<file path="src/rtl/core/slpd_table.sv">
// slpd_table: keyed table with valid bits and a one-entry-per-cycle search unit
// depends on nothing; instantiated by the top level
`timescale 1ns / 1ps
module slpd_table #(
   parameter int DEPTH = 64,
   parameter int DW    = 32
) (
   input  logic                     clock,
   input  logic                     reset,
   input  logic                     scan_go,
   input  logic [31:0]              scan_key,
   output logic                     scan_done,
   output logic                     hit,
   output logic [$clog2(DEPTH)-1:0] hit_idx,
   output logic [DW-1:0]            hit_data,
   output logic                     free_ok,
   output logic [$clog2(DEPTH)-1:0] free_idx,
   input  logic                     wr_en,
   input  logic [$clog2(DEPTH)-1:0] wr_idx,
   input  logic [31:0]              wr_key,
   input  logic [DW-1:0]            wr_data
);
   localparam int AW = $clog2(DEPTH);
   localparam logic [AW-1:0] LAST = AW'(DEPTH - 1);

   logic [31+DW:0]  mem [DEPTH];
   logic [DEPTH-1:0] valid_ff;
   logic [AW-1:0]   ptr_ff;
   logic            active_ff;
   logic            rd_vld_ff;
   logic [AW-1:0]   rd_idx_ff;
   logic [31+DW:0]  rd_ent_ff;
   logic            hit_ff, free_ff, done_ff;
   logic [AW-1:0]   hit_idx_ff, free_idx_ff;
   logic [DW-1:0]   hit_data_ff;
   logic            ent_hit;

   assign ent_hit = valid_ff[rd_idx_ff] && (rd_ent_ff[31+DW:DW] == scan_key);

   always_ff @(posedge clock) begin
      if (wr_en) begin
         mem[wr_idx] <= {wr_key, wr_data};
      end
      rd_ent_ff <= mem[ptr_ff];
      rd_idx_ff <= ptr_ff;
   end

   always_ff @(posedge clock) begin
      if (reset) begin
         valid_ff  <= '0;
         ptr_ff    <= '0;
         active_ff <= 1'b0;
         rd_vld_ff <= 1'b0;
         hit_ff    <= 1'b0;
         free_ff   <= 1'b0;
         done_ff   <= 1'b0;
      end else begin
         if (wr_en) begin
            valid_ff[wr_idx] <= 1'b1;
         end
         rd_vld_ff <= active_ff;
         done_ff   <= rd_vld_ff && (rd_idx_ff == LAST);
         if (scan_go) begin
            ptr_ff    <= '0;
            active_ff <= 1'b1;
            hit_ff    <= 1'b0;
            free_ff   <= 1'b0;
         end else begin
            if (active_ff) begin
               ptr_ff <= ptr_ff + 1'b1;
               if (ptr_ff == LAST) begin
                  active_ff <= 1'b0;
               end
            end
            if (rd_vld_ff) begin
               if (ent_hit && !hit_ff) begin
                  hit_ff <= 1'b1;
               end
               if (!valid_ff[rd_idx_ff] && !free_ff) begin
                  free_ff <= 1'b1;
               end
            end
         end
      end
   end

   always_ff @(posedge clock) begin
      if (rd_vld_ff && ent_hit && !hit_ff) begin
         hit_idx_ff  <= rd_idx_ff;
         hit_data_ff <= rd_ent_ff[DW-1:0];
      end
      if (rd_vld_ff && !valid_ff[rd_idx_ff] && !free_ff) begin
         free_idx_ff <= rd_idx_ff;
      end
   end

   assign scan_done = done_ff;
   assign hit       = hit_ff;
   assign hit_idx   = hit_idx_ff;
   assign hit_data  = hit_data_ff;
   assign free_ok   = free_ff;
   assign free_idx  = free_idx_ff;
endmodule

</file>
<file path="config.mk">
export PLATFORM = sky130hd
export DESIGN_NAME = slpd_table
export DESIGN_NICKNAME = d
export VERILOG_FILES = /design/src/rtl/core/slpd_table.sv
export SDC_FILE = /design/constraint.sdc
export NUM_CORES = 2
export LEC_CHECK = 0
export BUFFER_PORTS_ARGS = -buffer_cell sky130_fd_sc_hd__buf_2
export CAP_MARGIN = 20
export CORE_MARGIN = 4
export CORE_UTILIZATION = 50
export CTS_BUF_LIST = sky130_fd_sc_hd__clkbuf_8
export CTS_CLUSTER_DIAMETER = 150
export CTS_CLUSTER_SIZE = 8
export DETAILED_ROUTE_END_ITERATION = 10
export PLACE_DENSITY = 0.68
export SLEW_MARGIN = 20
export SYNTH_ARGS = -nofsm -noshare
export SYNTH_HDL_FRONTEND = slang
export SYNTH_SLANG_ARGS = --single-unit
</file>
<file path="constraint.sdc">
create_clock -name clock -period 10.4 [get_ports clock]
set_clock_uncertainty 0.2 [all_clocks]
set_input_delay 1.56 -clock clock [delete_from_list [all_inputs] [get_ports clock]]
set_output_delay 1.56 -clock clock [all_outputs]
set_load 0.005 [all_outputs]
</file>
==> out/summary.txt <==
Grt total ovfl - 0
Post-synthesis async set-or-reset flop share - 0
Switching power total - 6.764 mW
EDFF count, synth - 4140
TNS Setup - 0 ps
Root buf cell - clkbuf_8
First-pass GRT wire length - 584800 um
Clock power share - 0.365
Initial antenna violation count - 18
Critical path arrival - 5650 ps
Register area share after synthesis - 0.7864
Maximum root-to-sink buffer count - 4
Main synth FF type - edfxtp_1
Synth cell types - 47
Register bit count reported by yosys - 4285
Num ports - 153
Max Clk Rate - 208.9 MHz
Post-CTS Setup Inserts - 0
Vias/cell - 6.387
Period utilisation layout - 0.4604
Die height - 576.8 um
WHS - 197.7 ps
# H-tree levels - 6
Crit path max fanout - 92
Worst-margin pin slew - 1197 ps
Worst Hold Class - reg2reg
Critical Path Source Type - register
CTS tree - done
Maximum vdd drop - 0.0001285 V
Critical-path top delay cell - dfxtp_4
Final ANT Viol Nets - 0
Int Power - 24.84 mW
Number of global-route vias before repair - 77120
Max cap viols - 0
Final hold violations - 0
Core region area - 321700 um2
Post-Route WL - 412000 um
Hold buffer count at cts - 0
Crit path capture type - register
Pins Over Slew Limit - 0
Leakage - 53.82 nW
RSZ-0062 raised after global routing - no
Number of cell rows - 208
Critical path cell sequence - buf_12 > buf_4 > buf_12 > mux4_2 > a211oi_1 > a21oi_1 > mux4_2
Drt pass-1 iters - 5
Util after Layout - 0.5555
Cell Pwr Density - 176.9 nW/um2
Switching portion of total power - 0.2140
Clock Latency Late Sink - 1210 ps
Hpwl dp - 217600 um
DR WL/cell - 34.76 um
Die area - 332700 um2
Die extent in x - 576.8 um
# DRC - 0
Slew headroom - 0.2021
Pin count of the biggest net entering global routing - 127
GRT Overall Usage - 0.2481
Clock tree sinks - 4285
Syn_area_per_cell - 24.45 um2
Routability congestion estimate - 0.8178
IO Port Bufs - 152
Syn Nets - 6723
CTS clock-pin slew for the worst setup and hold paths - 60 ps
Outcome - complete, no violations
Top delay family on crit path - buffers and inverters
Synthesis-to-layout area growth - 10.46%
1st-iter DRT viols - 10890
Critical path class - reg2reg
CTS buffer count - 605
Post_cts resized - 0
Buf+Inv Stages, Crit Path - 3
Final Net Count - 7333
Worst Path Required - 11270 ps
Yosys Warn Count - 0
Fin crit period - 4788 ps
Register share of total power - 0.604
Post-synthesis cell area - 161800 um2
Via count - 75720
Final setup fails - 0
Logic pwr share - 0.031
Delay of the slowest critical-path stage - 980 ps
Share of cells above drive strength 1 - 0.3155
Post-Syn Instances - 6616
Starting Density - 0.5029
==> flip-flops by register name (all words and copies together) (netlist names) <==
name,flops
rd_idx_ff,6
mem,4096
rd_vld_ff,1
active_ff,1
free_ok,1
rd_ent_ff,64
ptr_ff,6
free_idx,6
scan_done,1
hit_idx,6
valid_ff,64
hit_data,32
hit,1
==> logic make-up (layout without fill, tap and decap cells) <==
group | after synthesis | count (layout) | share of synthesized area
mux | 1371 | 1371 | 0.1826
fa+ha+maj | 1 | 1 | 0.00007733
simple gates | 369 | 369 | 0.01070
compound gates | 198 | 198 | 0.008083
flops | 4285 | 4285 | 0.7864
buf+inv | 356 | 1274 | 0.01019
other cells | 0 | 16 | 0
xor+xnor | 36 | 36 | 0.001949
==> placed cells by master, fill, tap and decap left out, types with 5 or more instances in the layout <==
cell | netlist | routed
edfxtp_1 | 4140 | 4140
mux4_2 | 1262 | 1262
clkbuf_8 | 0 | 615
inv_1 | 2 | 255
buf_4 | 21 | 222
dfxtp_1 | 145 | 138
nor2_1 | 193 | 133
buf_2 | 144 | 109
a211oi_1 | 91 | 91
mux2i_1 | 90 | 90
nor2b_1 | 82 | 82
a21oi_1 | 66 | 66
nor2_4 | 0 | 60
nand2_1 | 38 | 38
xnor2_1 | 28 | 27
buf_12 | 0 | 24
mux2_2 | 19 | 19
diode_2 | 0 | 16
o21ai_0 | 14 | 14
inv_6 | 0 | 13
clkinvlp_4 | 0 | 13
nand4_1 | 11 | 11
inv_8 | 0 | 11
nand2b_1 | 8 | 8
xor2_1 | 8 | 8
nand3_1 | 7 | 7
dfxtp_4 | 0 | 6
a211o_1 | 5 | 5
nor3_2 | 0 | 5
clkinv_8 | 0 | 5
==> routing by layer <==
layer | vias to the layer above | GRT usage | share of wire
met5 | - | 0 | 0.000032
met4 | 2 | 0.08399 | 0.035
met3 | 658 | 0.05234 | 0.10
met2 | 4345 | 0.3843 | 0.48
met1 | 41110 | 0.3565 | 0.38
li1 | 29610 | - | -
==> layout make-up <==
type	count	area, um2
Clock inverter	300	1435
Sequential cell	4285	127200
Timing Repair Buffer	357	2731
Tap cell	4305	5386
Antenna cell	16	40.04
Clock buffer	615	8464
Fill cell	23260	143000
Inverter	2	7.507
Multi-Input combinational cell	1975	33390
==> worst paths after layout <==
| kind | start | to | slack, ps | cells after the start |
|---|---|---|---|---|
| worst max-delay path | ptr_ff[0] | rd_ent_ff[15] | 5610 | 7 |
| worst min-delay path | rd_ent_ff[7] | hit_data[7] | 200 | 0 |
| worst max register to register | ptr_ff[0] | rd_ent_ff[15] | 5610 | 7 |
| worst min register to register | rd_ent_ff[7] | hit_data[7] | 200 | 0 |
==> cells in the mapped netlist (2+ instances only) <==
cell         n  area, um2
nor2_1     193      724.4
nand3b_1     4      30.03
nor2b_1     82      513.0
buf_4       21      157.7
xnor2_1     28      245.2
nand4_1     11      68.82
buf_1       36      135.1
nand3_1      7      35.03
or3_1        3      18.77
nor4b_1      3      26.28
xor2_1       8      70.07
dfxtp_1    145       2903
nor4_1       4      25.02
buf_2      144      720.7
mux2i_1     90      900.9
nand4b_1     2      17.52
a41oi_1      2      17.52
inv_1        2      7.510
mux2_2      19      214.0
o22a_1       2      17.52
buf_6        7      78.83
a211oi_1    91      683.2
a211o_1      5      43.79
and2_1       2      12.51
o22ai_1      2      12.51
o21ai_0     14      70.07
a31oi_1      4      25.02
nor3_1       9      45.04
mux4_2    1262      28420
edfxtp_1  4140     124300
nand2_1     38      142.6
clkbuf_1   146      548.0
o21ba_2      4      40.04
a21oi_1     66      330.3
nand2b_1     8      50.05
==> power by group through the flow <==
stage               clock network, mW  logic (mW)  registers, mW
finish                           11.5       0.991           19.1
global placement                    0       0.968           19.4
global route                     12.6        1.06           19.1
detailed placement                  0       0.997           19.5
CTS                              11.8       0.997           19.1
floorplan                           0       0.514           19.4
==> through the flow <==
| step | cell area, um2 | power, mW | std cells | setup WS (ps) |
|---|---|---|---|---|
| floorplan | 161800 | 19.95 | 6616 | 3196 |
| global placement | 168500 | 20.41 | 10920 | 4821 |
| detailed placement | 168600 | 20.45 | 10920 | 4841 |
| CTS | 178500 | 31.84 | 11840 | 5489 |
| global route | 178700 | 32.70 | 11850 | 5320 |
| finish | 178700 | 31.61 | 11860 | 5612 |
Power figures use the tool's default switching activity.
